<file path="src/sv/phase_addressed_cv_recorder_assert.svh">
// Assertion macros for the phase-addressed CV recorder.
// Included by the top level; relies on nothing else.
`ifndef PHASE_ADDRESSED_CV_RECORDER_ASSERT_SVH
`define PHASE_ADDRESSED_CV_RECORDER_ASSERT_SVH

// Consequent must hold in the cycle after the antecedent.
`define PACR_ASSERT_NEXT(lbl, clk, rst_n, ante, cons, msg) \
	lbl: assert property (@(posedge clk) disable iff (!rst_n) (ante) |=> (cons)) \
		else $error(msg);

// Consequent must hold in the same cycle as the antecedent.
`define PACR_ASSERT_SAME(lbl, clk, rst_n, ante, cons, msg) \
	lbl: assert property (@(posedge clk) disable iff (!rst_n) (ante) |-> (cons)) \
		else $error(msg);

`endif

</file>
<file path="src/sv/pacr_pkg.sv">
// Shared types and constants of the phase-addressed CV recorder.
// No dependencies; used by the controller, datapath, divider and top level.
`timescale 1ns / 1ps
`default_nettype none

package pacr_pkg;

	localparam int CV_W      = 16;
	localparam int PHASE_W   = 16;
	localparam int ROW_W     = 2;
	localparam int PLAY_W    = 10;
	localparam int CMD_W     = 2;
	localparam int DIV_W     = 7;
	localparam int MASK_W    = 4;
	localparam int DIV_REGS  = 4;
	localparam int CFG_IDX_W = 3;

	localparam logic [DIV_W-1:0] DIV_MIN = 7'd1;
	localparam logic [DIV_W-1:0] DIV_MAX = 7'd64;

	// request command codes
	localparam logic [CMD_W-1:0] CMD_SAMPLE = 2'd0;
	localparam logic [CMD_W-1:0] CMD_CLEAR  = 2'd1;
	localparam logic [CMD_W-1:0] CMD_BAKE   = 2'd2;

	// configuration register indexes
	localparam logic [CFG_IDX_W-1:0] CFG_DIV0  = 3'd0;
	localparam logic [CFG_IDX_W-1:0] CFG_DIV3  = 3'd3;
	localparam logic [CFG_IDX_W-1:0] CFG_WMASK = 3'd4;

	typedef enum logic [1:0] {
		SW_CLEAR,
		SW_BAKE,
		SW_REBUILD
	} sweep_op_t;

	typedef struct packed {
		logic      latch_item;
		logic      init_clear;
		logic      sample_write;
		logic      div_start;
		logic      sweep_en;
		sweep_op_t sweep_op;
		logic      set_last_div;
		logic      read_idx;
		logic      load_out;
	} dp_cmd_t;

	typedef struct packed {
		logic [CMD_W-1:0] command;
		logic             row_ok;
		logic             rebuild_needed;
		logic             sweep_last;
		logic             div_busy;
		logic             init_last;
	} dp_status_t;

endpackage

`default_nettype wire

</file>
<file path="src/sv/pacr_ctrl.sv">
// Controller of the CV recorder: sequences init clear, sample access,
// overlay rebuild, clear and bake. Uses pacr_pkg command/status types.
`timescale 1ns / 1ps
`default_nettype none

module pacr_ctrl (
	input  wire logic                 clk,
	input  wire logic                 arst_n,
	input  wire logic                 item_valid,
	output logic                      item_stall,
	output logic                      result_valid,
	input  wire logic                 result_stall,
	input  wire pacr_pkg::dp_status_t status,
	output pacr_pkg::dp_cmd_t         cmd
);

	typedef enum logic [3:0] {
		ST_INIT,
		ST_IDLE,
		ST_DECODE,
		ST_WRITE,
		ST_DIV,
		ST_SWEEP,
		ST_DRAIN,
		ST_READ,
		ST_OUT
	} state_t;

	state_t              state_q;
	pacr_pkg::sweep_op_t op_q;
	logic                result_valid_q;
	logic                out_free;

	assign out_free = !result_valid_q || !result_stall;

	always_comb begin
		cmd          = '0;
		cmd.sweep_op = op_q;
		case (state_q)
			ST_INIT:  cmd.init_clear = 1'b1;
			ST_IDLE:  cmd.latch_item = item_valid;
			ST_WRITE: begin
				cmd.sample_write = 1'b1;
				cmd.div_start    = status.rebuild_needed;
			end
			ST_SWEEP: cmd.sweep_en = 1'b1;
			ST_DRAIN: cmd.set_last_div = (op_q == pacr_pkg::SW_REBUILD);
			ST_READ:  cmd.read_idx = 1'b1;
			ST_OUT:   cmd.load_out = out_free;
			default:  ;
		endcase
	end

	always_ff @(posedge clk or negedge arst_n) begin
		if (!arst_n) begin
			state_q        <= ST_INIT;
			op_q           <= pacr_pkg::SW_CLEAR;
			result_valid_q <= 1'b0;
		end else begin
			if (result_valid_q && !result_stall) begin
				result_valid_q <= 1'b0;
			end
			if (cmd.load_out) begin
				result_valid_q <= 1'b1;
			end
			case (state_q)
				ST_INIT: begin
					if (status.init_last) begin
						state_q <= ST_IDLE;
					end
				end
				ST_IDLE: begin
					if (item_valid) begin
						state_q <= ST_DECODE;
					end
				end
				ST_DECODE: begin
					if (!status.row_ok) begin
						state_q <= ST_IDLE;
					end else begin
						case (status.command)
							pacr_pkg::CMD_SAMPLE: state_q <= ST_WRITE;
							pacr_pkg::CMD_CLEAR: begin
								op_q    <= pacr_pkg::SW_CLEAR;
								state_q <= ST_SWEEP;
							end
							pacr_pkg::CMD_BAKE: begin
								op_q    <= pacr_pkg::SW_BAKE;
								state_q <= ST_SWEEP;
							end
							default: state_q <= ST_IDLE;
						endcase
					end
				end
				ST_WRITE: begin
					if (status.rebuild_needed) begin
						op_q    <= pacr_pkg::SW_REBUILD;
						state_q <= ST_DIV;
					end else begin
						state_q <= ST_READ;
					end
				end
				ST_DIV: begin
					if (!status.div_busy) begin
						state_q <= ST_SWEEP;
					end
				end
				ST_SWEEP: begin
					if (status.sweep_last) begin
						state_q <= ST_DRAIN;
					end
				end
				ST_DRAIN: begin
					state_q <= (op_q == pacr_pkg::SW_REBUILD) ? ST_READ : ST_IDLE;
				end
				ST_READ: state_q <= ST_OUT;
				ST_OUT: begin
					if (out_free) begin
						state_q <= ST_IDLE;
					end
				end
				default: state_q <= ST_IDLE;
			endcase
		end
	end

	assign item_stall   = (state_q != ST_IDLE);
	assign result_valid = result_valid_q;

endmodule

`default_nettype wire

</file>
<file path="config.mk">
export PLATFORM = sky130hd
export DESIGN_NAME = pacr_ctrl
export DESIGN_NICKNAME = d
export VERILOG_FILES = /design/src/sv/phase_addressed_cv_recorder_assert.svh /design/src/sv/pacr_pkg.sv /design/src/sv/pacr_ctrl.sv
export SDC_FILE = /design/constraint.sdc
export NUM_CORES = 1
export LEC_CHECK = 0
export ABC_AREA = 1
export BUFFER_PORTS_ARGS = -buffer_cell sky130_fd_sc_hd__buf_2
export CAP_MARGIN = 25
export CORE_AREA = 2 2 39 41
export CTS_CLUSTER_DIAMETER = 60
export CTS_CLUSTER_SIZE = 40
export DETAILED_ROUTE_END_ITERATION = 6
export DIE_AREA = 0 0 41 43
export PLACE_DENSITY_LB_ADDON = 0.05
export SETUP_SLACK_MARGIN = 0.1
export SYNTH_ARGS = -nofsm -noshare
export SYNTH_HDL_FRONTEND = slang
export SYNTH_SLANG_ARGS = --single-unit
</file>
<file path="constraint.sdc">
create_clock -name clk -period 2.6 [get_ports clk]
set_clock_uncertainty 0.2 [all_clocks]
set_input_delay 0.52 -clock clk [delete_from_list [all_inputs] [get_ports clk]]
set_output_delay 0.52 -clock clk [all_outputs]
set_load 0.01 [all_outputs]
</file>
## Word-level counts from Yosys, hierarchy flattened

Cells that the tools add are included.

- Word-level logic and storage cells: 57
- Input bits: 11
- Flip-flop bits (word level): 7
- Output and inout port bits: 12

- Equality and inequality tests: 20
- Reduce and logical (&&, ||, !) cells: 11
- Muxes and demuxes: 23

Operators with widths:

| operator | count |
|---|---|
| one-hot mux 4 bit (9 select lines) | 1 |
| 2-to-1 mux 4 bit | 5 |
| equality test 4 x 3 -> 1 bit (second input constant) | 4 |
| inequality test 2 bit (second input constant) | 7 |
| equality test 4 x 2 -> 1 bit (second input constant) | 2 |
| 2-to-1 mux 1 bit | 8 |
| 2-to-1 mux 2 bit | 4 |
| one-hot mux 2 bit (2 select lines) | 2 |
| 2-to-1 mux 3 bit | 2 |
| one-hot mux 3 bit (2 select lines) | 1 |
| AND reduction 5 bit | 1 |
| equality test 2 bit (second input constant) | 2 |
| equality test 4 x 1 -> 1 bit (second input constant) | 1 |
| equality test 4 bit (second input constant) | 1 |
| logical NOT 4 bit | 1 |
| inequality test 4 x 1 -> 1 bit (second input constant) | 1 |
| AND reduction 4 bit | 1 |
| nonzero test 2 bit | 2 |
| inequality test 3 bit (second input constant) | 1 |
| equality test 2 x 1 -> 1 bit (second input constant) | 1 |
| logical NOT 1 bit | 2 |
| logical NOT 2 bit | 1 |
| OR reduction 2 bit | 1 |
| logical AND 1 bit | 1 |
| logical OR 1 bit | 1 |

## Logic depth before layout (Yosys ltp)

Gate-level depths: netlist of run 1.

- Depth after elaboration: 5
- Depth in mapped cells: 8

## Worst setup path after synthesis of run 1

OpenSTA, ideal clock, no wires.

- Path kind: register to output
- From: register state_q[2]
- To: output port cmd[9] in the netlist's numbering
- Arrival: 0.955 ns
- Cell stages (with the launch flop): 4
- Slack: 0.925 ns
- Buffers on the path: 0
- Cells stage by stage: dfrtp_1 -> nor2_1 -> nand2_1 -> nor2_1

RTL lines:

| item | RTL line | text |
|---|---|---|
| start: declaration | pacr_ctrl.sv:29 | `state_t state_q;` |
| start signal: assignment | pacr_ctrl.sv:114 | `state_q <= (op_q == pacr_pkg::SW_REBUILD) ? ST_READ : ST_IDLE;` |
| end: declaration | pacr_ctrl.sv:14 | `output pacr_pkg::dp_cmd_t cmd` |

==> results.md, run 1 <==
- Placer Congestion: 0.754
- Die Width: 41 um
- Post-CTS setup buffers: 0
- Mean Syn Cell Area: 6.53 sq um
- Initial antenna violation count: 0
- Largest stage delay on the critical path: 0.41 ns
- Initial Utilization: 36.3%
- Filler instances: 150
- Crit-path max FO: 5
- GRT Residual Overflow: 0
- Layout cells sized above 1: 30.8%
- Number of global-route vias before repair: 477
- DIE HEIGHT: 43 um
- First-pass GRT wire length: 1960 um
- Reg2reg setup slack: 1.11 ns
- Fmax: 0.480 GHz
- Clock Tree Root: clkbuf_4
- CTS Buf Count: 3
- Period minus WS final: 2.08 ns
- Syn Nets: 90
- GRT Total Usage: 16.6%
- Synth warn: 0
- Cell Rows: 14
- Dpl cells: 115
- Setup crit end kind: output pin
- Final setup viols: 0
- Top-area cell type share of the netlist area: 34.8%
- Post-synth top area cell: dfrtp_1
- Maximum vdd drop: 0.477 mV
- Routed Antenna Nets: 0
- Final hold violations: 0
- Worst r2r src: state_q[2]
- Kind of critical path: flip-flop to output pin
- Post-DP HPWL: 985 um
- Max-Cap Viols: 0
- CTS HTree Levels: 1
- DRC: 0
- I/O Pins: 23
- Most used cell, CP: nor2_1
- Final wirelength: 1160 um
- RSZ-0062 raised after global routing: no
- Status: finished, final reports clean
- HP Class: flip-flop to flip-flop
- Via count: 540
- Chain of cells forming the critical path: nor2_1 -> nand2_1 -> nor2_1 -> buf_2
- Dominant cells by area after synthesis: dfrtp_1 (35%), inv_1 (13%), nand2_1 (13%), nand3_1 (8.0%), nor2_1 (7.5%)
- Setup crit end: cmd[9]
- CP Launch Point: state_q[2]
- Hold WS: 0.292 ns
- Final period utilization: 80.0%
- Max-slew violations: 0
- WHS Path Cells: 2
- Worst EP required: 1.88 ns
- DR vias/cell: 4.50
- Sequential fraction of the synthesis area: 34.8%
- CTS clk-pin slew, worst paths: 0.05 ns
- Final non-filler cell total: 120
- WL/cell: 9.64 um
- Clock Sinks: 7
- Mapped cell area: 503 sq um
- TNS Setup: 0 ns
- Die area: 1760 sq um
- Hold-fix buffers, CTS: 1
- CTS tree: done
- Startpoint Class: flip-flop
- Unique masters post-synth: 14
- Leakage: 0.440 nW
- # diodes: 0
- # port buffers: 22
- Worst reg2reg path depth: 4
- Layout Nets: 118
- Synthesis-stage register bit count: 7
- Mapped Cells: 77
- Power Dens Cells: 971 nW/um^2
- Slew at the pin with the worst max-slew slack: 0.375 ns
- Initial DRC Count: 9
- Slew HR: 74.9%
- Worst EP arrival: 1.36 ns
- Largest net degree at the start of global routing: 8
- Clock buffer depth: 2
- Area growth syn-to-layout: 33.1%
- Worst skew pair latency: 0.25 ns
- Detailed Routing Iterations Pass 1: 4
- CTS resizes: 0
- Core area: 1380 sq um
- Worst path slowest cell: dfrtp_1
- R2r endpoint: op_q[0]
-- stage by stage --
step	area, sq um	util [%]	setup WS [ns]	power (mW)
6_report	669	48.4	0.519	0.650
5_1_grt	669	48.4	0.396	0.720
3_5_place_dp	633	45.8	0.790	0.556
4_1_cts	669	48.4	0.517	0.657
3_3_place_gp	633	45.8	0.797	0.556
2_1_floorplan	503	-	0.925	0.439
-- how the worst min path moves through the flow --
stage	startpoint	end	slack, ns
2_1_floorplan	arst_n	op_q[0]	0.02
3_3_place_gp	arst_n	op_q[1]	0.16
3_5_place_dp	arst_n	op_q[1]	0.16
4_1_cts	op_q[1]	op_q[1]	0.30
5_1_grt	result_stall	result_valid	0.32
6_report	op_q[1]	op_q[1]	0.29
-- final cells by class --
type	instances	area (sq um)	share of cell area (%)
tap	16	20.0	2.99
multi-input combinational	52	260	38.9
sequential	7	175	26.2
clock buffer	4	26.3	3.93
timing repair buffer	23	120	17.9
inverter	18	67.6	10.1
-- sequential cells by signal, indices dropped and copies added (netlist names) --
name / cells
op_q: 2
state_q: 4
result_valid: 1
-- critical path: cells and delay by family, from the launching register on --
kind | cells | cell delay [ns]
AND/OR/NAND/NOR | 3 | 0.58
flip-flops | 1 | 0.41
buffers and inverters | 1 | 0.13
-- kinds of logic after synthesis --
| kind of cell | synth area share [%] |
|---|---|
| AO/OA/AOI/OAI | 1.99 |
| adder cells (fa/ha/maj) | 4.97 |
| flip-flops | 34.8 |
| buffers and inverters | 13.4 |
| AND/OR/NAND/NOR | 44.8 |
-- routing by layer --
| layer | up-vias | track usage (%) | share of wire [%] |
|---|---|---|---|
| li1 | 288 | - | - |
| met4 | 0 | 8.00 | 1.6 |
| met3 | 2 | 4.71 | 4.1 |
| met5 | - | 0 | 0 |
| met2 | 15 | 23.4 | 45 |
| met1 | 235 | 22.5 | 49 |
-- synth_stat cells --
master	instances
dfrtp_1	7
ha_1	2
inv_1	18
nand2_1	18
nand2_2	2
nand3_1	8
nand3b_1	1
nand4_1	3
nor2_1	10
nor2_2	4
nor2_4	1
nor3_1	1
o21ai_0	1
o21ai_1	1
-- power by group --
group          leakage, nW  internal [mW]  total (mW)  switching [mW]
logic                0.335          0.132       0.357           0.226
registers           0.0902          0.151       0.194          0.0436
clock network       0.0150         0.0585      0.0981          0.0396
total                0.440          0.341       0.650           0.309
-- cell usage in the layout (no fill, tap or decap) --
cell / synthesis / layout
nand3b_1: 1 / 1
clkbuf_4: 0 / 3
nor2_1: 10 / 10
o21ai_0: 1 / 1
nand4_1: 3 / 3
nand2_1: 18 / 18
buf_2: 0 / 22
inv_1: 18 / 18
nor2_2: 4 / 4
o21ai_1: 1 / 1
nor3_1: 1 / 1
nor2_4: 1 / 1
nand3_1: 8 / 8
nand2_2: 2 / 2
dlygate4sd3_1: 0 / 1
clkbuf_1: 0 / 1
dfrtp_1: 7 / 7
ha_1: 2 / 2
No activity file was read; power rests on OpenSTA's default activity.
==> run 2, diff against run 1 <==
--- a/config.mk
+++ b/config.mk
@@ -5,7 +5,7 @@
 export SDC_FILE = /design/constraint.sdc
 export NUM_CORES = 1
 export LEC_CHECK = 0
-export ABC_AREA = 1
+export ABC_AREA = 0
 export BUFFER_PORTS_ARGS = -buffer_cell sky130_fd_sc_hd__buf_2
 export CAP_MARGIN = 25
 export CORE_AREA = 2 2 39 41
==> constraint.sdc (replaced) <==
create_clock -name clk -period 2.1 [get_ports clk]
set_clock_uncertainty 0.2 [all_clocks]
set_input_delay 0.42 -clock clk [delete_from_list [all_inputs] [get_ports clk]]
set_output_delay 0.42 -clock clk [all_outputs]
set_load 0.01 [all_outputs]
==> run 2 against run 1 <==
- register-to-register slack worse by 0.95 ns
- design area is 12% higher
- worst setup slack worse by 0.45 ns
- largest cell class unchanged
- highest routed layer unchanged
==> results.md, run 2 <==
- Status: finished, final reports clean (unchanged)
- Post-Place Cell Area: 648 sq um (was 633 sq um)
- Post-layout util: 54.3% (was 48.4%)
- I/O Pins: 23 (unchanged)
- Final wirelength: 1200 um (was 1160 um)
- Mapped Cells: 62 (was 77)
- Max-Cap Viols: 0 (unchanged)
- Final setup viols: 0 (unchanged)
- Syn Nets: 75 (was 90)
- Hold WS: 0.258 ns (was 0.292 ns)
- CTS Buf Count: 3 (unchanged)
- GRT Total Usage: 17.4% (was 16.6%)
- CTS HTree Levels: 1 (unchanged)
- Kind of critical path: flip-flop to output pin (unchanged)
- Area growth syn-to-layout: 45.9% (was 33.1%)
- Layout cells sized above 1: 45.2% (was 30.8%)
- Die Width: 41 um (unchanged)
- Psw: 0.411 mW (was 0.309 mW)
- Detailed Routing Iterations Pass 1: 2 (was 4)
- # port buffers: 22 (unchanged)
- Switch share: 41.9% (was 47.6%)
- Die area: 1760 sq um (unchanged)
- Maximum vdd drop: 0.682 mV (was 0.477 mV)
- Most common cell after layout, fill and taps aside: buf_2 (unchanged)
- CTS clk-pin slew, worst paths: 0.05 ns (about the same)
- Worst skew pair latency: 0.24 ns (was 0.25 ns)
- Largest net degree at the start of global routing: 15 (was 8)
- Layout Nets: 107 (was 118)
- Max-slew violations: 0 (unchanged)
- Comb power frac: 64.7% (was 55.0%)
- First-pass GRT wire length: 2010 um (was 1960 um)
- Post-DP HPWL: 917 um (was 985 um)
- Dominant cells by area after synthesis: dfrtp_1 (34%), nand2_1 (8.0%), ha_1 (4.9%), nand2b_1 (4.9%), a21oi_1 (2.9%) (was dfrtp_1 (35%), inv_1 (13%), nand2_1 (13%), nand3_1 (8.0%), nor2_1 (7.5%))
- Post-synth top area cell: dfrtp_1 (unchanged)
- DP Worst Slack: 0.287 ns (was 0.790 ns)
- Sequential share of power: 23.4% (was 29.9%)
- Clock Tree Root: clkbuf_4 (unchanged)
- Synth warn: 0 (unchanged)
- WL/cell: 11.0 um (was 9.64 um)
- Setup crit end kind: output pin (unchanged)
- Largest register FFs: 4 (unchanged)
- DR vias/cell: 5.11 (was 4.50)
- DRC: 0 (unchanged)
- Initial antenna violation count: 0 (unchanged)
- Power Dens Cells: 1300 nW/um^2 (was 971 nW/um^2)
- Placer Congestion: 0.702 (was 0.754)
- Startpoint Class: flip-flop (unchanged)
- Routed Antenna Nets: 0 (unchanged)
- HP Class: input port to flip-flop (was flip-flop to flip-flop)
- Fin area: 752 sq um (was 669 sq um)
- Mean Syn Cell Area: 8.31 sq um (was 6.53 sq um)
- Setup ws final: 0.0661 ns (was 0.519 ns)
- GRT Residual Overflow: 0 (unchanged)
- Via count: 557 (was 540)
- RSZ-0062 raised after global routing: yes (was no)
- Top-area cell type share of the netlist area: 34.0% (was 34.8%)
- Clock Sinks: 7 (unchanged)
- Slew HR: 81.4% (was 74.9%)
- Core area: 1380 sq um (unchanged)
- Ys flop type: dfrtp_1 (unchanged)
- Final hold violations: 0 (unchanged)
- Fmax: 0.492 GHz
- Worst EP required: 1.48 ns (was 1.88 ns)
- Leakage: 0.394 nW (was 0.440 nW)
- # diodes: 0 (unchanged)
- Number of global-route vias before repair: 462 (was 477)
- Crit-path max FO: 2 (was 5)
- Most frequent cells in the layout: buf_2 (22), nand2_1 (11), dfrtp_1 (7), buf_4 (7), nand2b_1 (4) (was buf_2 (22), inv_1 (18), nand2_1 (18))
- DIE HEIGHT: 43 um (unchanged)
- Period minus WS final: 2.03 ns
- Initial Utilization: 37.3% (was 36.3%)
- Clock buffer depth: 2 (unchanged)
- Post-synth EDFFs: 0 (unchanged)
- Synthesis-stage register bit count: 7 (unchanged)
- Reg with most FFs: state_q (unchanged)
- Int Power: 0.569 mW (was 0.341 mW)
- Worst EP arrival: 1.41 ns (was 1.36 ns)
- Initial DRC Count: 2 (was 9)
- Unique masters post-synth: 32 (was 14)
- TNS Setup: 0 ns (unchanged)
- Ys async rst share: 100% (unchanged)
- Final period utilization: 96.9%
- Mapped cell area: 515 sq um (was 503 sq um)
- Clock share of power: 11.9% (was 15.1%)
- CTS tree: done (unchanged)
- Slew at the pin with the worst max-slew slack: 0.277 ns (was 0.375 ns)
- Sequential fraction of the synthesis area: 34.0% (was 34.8%)
- Top-count cell post-synth: nand2_1
- Top post-synthesis cells by count: nand2_1 (11), dfrtp_1 (7), nand2b_1 (4), nor2_1 (4) (was inv_1 (18), nand2_1 (18), nor2_1 (10), nand3_1 (8), dfrtp_1 (7))
- Cell Rows: 14 (unchanged)
run 2: per-stage QoR:
step	std cells	power [mW]
floorplan	62	0.619
global placement	100	0.790
detailed placement	100	0.783
CTS	107	0.943
global route	109	1.08
finish	109	0.980
run 2: power groups by stage:
| stage | Sequential [mW] | Combinational, mW | Clock [mW] |
|---|---|---|---|
| after floorplan | 0.239 | 0.379 | 0 |
| after CTS | 0.227 | 0.594 | 0.122 |
| after global placement | 0.231 | 0.559 | 0 |
| after global routing | 0.237 | 0.709 | 0.135 |
| after detailed placement | 0.232 | 0.551 | 0 |
| final | 0.229 | 0.634 | 0.117 |
run 2: repair_timing:
action                                  4_1_cts  5_1_grt
pin swaps                                     1        2
resized for setup                             4        5
buffers inserted                              2        2
hold buffers                                  1        0
hold endpoints to repair                      7        0
endpoints found under the setup margin        3        6
run 2: layout make-up:
cell class | instances | area, sq um
sequential | 7 | 175
multi-input combinational | 49 | 347
timing repair buffer | 30 | 173
inverter | 3 | 11.3
tap | 16 | 20.0
clock buffer | 4 | 26.3
fill | 146 | 632
run 2: final timing paths:
| check | startpoint | end | slack [ns] | cells after the start |
|---|---|---|---|---|
| max in group asynchronous | arst_n | result_valid | 1.22 | 2 |
| min in group asynchronous | arst_n | op_q[1] | 0.33 | 2 |
| max reg2reg | state_q[0] | state_q[0] | 0.16 | 5 |
| min reg2reg | op_q[1] | op_q[1] | 0.33 | 2 |
| min | result_stall | result_valid | 0.26 | 3 |
| max | state_q[0] | cmd[0] | 0.07 | 3 |
run 2: cells by family after synthesis:
| logic type | Yosys count | share of synthesized area, % |
|---|---|---|
| simple gates | 34 | 36.7 |
| compound gates | 12 | 16.3 |
| flops | 7 | 34.0 |
| buf+inv | 6 | 6.07 |
| fa+ha+maj | 2 | 4.85 |
| mux | 1 | 2.18 |
run 2: worst max-delay path: stages (launching register included):
cell and delay (ns):
dfrtp_1 0.38, or4b_4 0.56, a21oi_2 0.11, buf_2 0.13
run 2: metal layers:
layer	vias up	global-route usage (%)	share of wire (%)
met1	252	23.0	47
met4	0	6.00	1.1
li1	284	-	-
met3	2	7.85	6.4
met5	-	0	0
met2	19	24.4	46
==> run 3, diff against run 2 <==
--- a/config.mk
+++ b/config.mk
@@ -8,11 +8,12 @@
 export ABC_AREA = 0
 export BUFFER_PORTS_ARGS = -buffer_cell sky130_fd_sc_hd__buf_2
 export CAP_MARGIN = 25
-export CORE_AREA = 2 2 39 41
+export CELL_PAD_IN_SITES_DETAIL_PLACEMENT = 1
+export CELL_PAD_IN_SITES_GLOBAL_PLACEMENT = 1
+export CORE_UTILIZATION = 31
 export CTS_CLUSTER_DIAMETER = 60
 export CTS_CLUSTER_SIZE = 40
 export DETAILED_ROUTE_END_ITERATION = 6
-export DIE_AREA = 0 0 41 43
 export PLACE_DENSITY_LB_ADDON = 0.05
 export SETUP_SLACK_MARGIN = 0.1
 export SYNTH_ARGS = -nofsm -noshare
==> run 3 against run 2 <==
- combinational power up 9.5%
- cell count up 1.8%
- critical path type unchanged
- clock-buffer cell count unchanged
- worst setup slack worse by 0.0064 ns
- design area up 1.3%
==> results.md, run 3 (synthesis results as in run 2) <==
- Area taken by multi-input logic gates: 333 sq um (was 347 sq um)
- CTS HTree Levels: 1 (unchanged)
- Final hold violations: 0 (unchanged)
- Most common cell after layout, fill and taps aside: buf_2 (unchanged)
- Post-Place Cell Area: 648 sq um (unchanged)
- Setup crit end kind: output pin (unchanged)
- Initial antenna violation count: 0 (unchanged)
- Setup ws final: 0.0597 ns (was 0.0661 ns)
- Clock Sinks: 7 (unchanged)
- Register Area: 176 sq um (was 175 sq um)
- GRT Total Usage: 20.2% (was 17.4%)
- Power Dens Cells: 1380 nW/um^2 (was 1300 nW/um^2)
- Clock Tree Root: clkbuf_4 (unchanged)
- Most frequent cells in the layout: buf_2 (22), nand2_1 (11), buf_4 (7) (was buf_2 (22), nand2_1 (11), dfrtp_1 (7), buf_4 (7), nand2b_1 (4))
- DR vias/cell: 5.32 (was 5.11)
- # diodes: 0 (unchanged)
- Max-Cap Viols: 0 (unchanged)
- Busiest grt layer: met2 (unchanged)
- Worst EP arrival: 1.42 ns (was 1.41 ns)
- Fmax: 0.490 GHz (was 0.492 GHz)
- Crit-path max FO: 8 (was 2)
- RSZ-0062 raised after global routing: yes (unchanged)
- Slew HR: 77.5% (was 81.4%)
- Worst EP required: 1.48 ns (about the same)
- DP Worst Slack: 0.225 ns (was 0.287 ns)
- Clock buffer depth: 2 (unchanged)
- CTS Buf Count: 3 (unchanged)
- Slew at the pin with the worst max-slew slack: 0.334 ns (was 0.277 ns)
- Maximum vdd drop: 0.692 mV (was 0.682 mV)
- Number of global-route vias before repair: 609 (was 462)
- Die Width: 42.8 um (was 41 um)
- Final period utilization: 97.2% (was 96.9%)
- Area growth syn-to-layout: 47.8% (was 45.9%)
- Met1 Use GR: 23.1% (was 23.0%)
- I/O Pins: 23 (unchanged)
- HP Class: input port to flip-flop (unchanged)
- Status: finished, final reports clean (unchanged)
- Period minus WS final: 2.04 ns (was 2.03 ns)
- DIE HEIGHT: 42.8 um (was 43 um)
- Routed Antenna Nets: 0 (unchanged)
- Layout Nets: 109 (was 107)
- First-pass GRT wire length: 2750 um (was 2010 um)
- Worst skew pair latency: 0.25 ns (was 0.24 ns)
- WL/cell: 14.2 um (was 11.0 um)
- CTS tree: done (unchanged)
- # port buffers: 22 (unchanged)
- Overall Power: 1.05 mW (was 0.980 mW)
- Die area: 1830 sq um (was 1760 sq um)
- Final wirelength: 1580 um (was 1200 um)
- Largest register FFs: 4 (unchanged)
- DRC: 0 (unchanged)
- Initial Utilization: 33.8% (was 37.3%)
- Largest net degree at the start of global routing: 15 (unchanged)
- Startpoint Class: flip-flop (unchanged)
- Max-slew violations: 0 (unchanged)
- Fin area: 762 sq um (was 752 sq um)
- Layout cells sized above 1: 46.3% (was 45.2%)
- Initial DRC Count: 8 (was 2)
- Via count: 591 (was 557)
- Post-DP HPWL: 1100 um (was 917 um)
- Kind of critical path: flip-flop to output pin (unchanged)
- Core area: 1520 sq um (was 1380 sq um)
- GRT Residual Overflow: 0 (unchanged)
- Cell Rows: 14 (unchanged)
- Final setup viols: 0 (unchanged)
- CTS clk-pin slew, worst paths: 0.06 ns (was 0.05 ns)
- Grt met3 use: 8.09% (was 7.85%)
- Reg with most FFs: state_q (unchanged)
- GR Util met2: 34.5% (was 24.4%)
- Filler instances: 199 (was 146)
- Placer Congestion: 0.738 (was 0.702)
- Detailed Routing Iterations Pass 1: 4 (was 2)
- Post-layout util: 50.0% (was 54.3%)
- Leakage: 0.401 nW (was 0.394 nW)
==> run 3: worst paths after layout <==
check	start	cells past startpoint	endpoint	slack, ns
worst min register to register	op_q[1]	2	op_q[1]	0.33
worst min-delay path	result_stall	3	result_valid	0.27
worst max-delay path	state_q[3]	3	cmd[0]	0.06
min in group asynchronous	arst_n	2	state_q[1]	0.33
max in group asynchronous	arst_n	2	state_q[3]	1.21
worst max register to register	state_q[2]	7	state_q[0]	0.20
==> run 3: worst max-delay path, cell delays in order (launching register included) <==
cell and delay, ns:
dfrtp_2 0.43, or4b_4 0.50, a21oi_2 0.11, buf_2 0.13
==> run 3: cell type report <==
| cell class | count | area share, % |
|---|---|---|
| clock buffer | 4 | 3.45 |
| inverter | 3 | 1.48 |
| multi-input combinational | 49 | 43.7 |
| sequential | 7 | 23.2 |
| tap | 16 | 2.63 |
| timing repair buffer | 32 | 25.6 |
==> run 3: power breakdown <==
part	internal, mW	switching [mW]	total [mW]	leakage [nW]
clock network	0.0726	0.0517	0.124	0.0150
logic	0.348	0.346	0.694	0.299
registers	0.190	0.0468	0.237	0.0869
==> run 3: timing repair <==
action,CTS,global route
buffers inserted,4,2
gates cloned,0,0
endpoints found under the setup margin,6,8
pin swaps,2,2
hold buffers,1,0
resized for setup,6,3
endpoints found under the hold margin,7,0
==> run 3: through the flow <==
stage	setup TNS, ns	hold slack [ns]	std cells
5_1_grt	-0.00894	0.285	111
4_1_cts	0	0.250	109
3_3_place_gp	0	0.0550	100
3_5_place_dp	0	0.0576	100
6_report	0	0.275	111
2_1_floorplan	0	-0.0756	62
==> run 3: routing by layer <==
metal	vias to the layer above	routed length, um
met1	284	630
met5	-	0
met3	0	110
li1	283	-
met2	24	837
met4	0	0
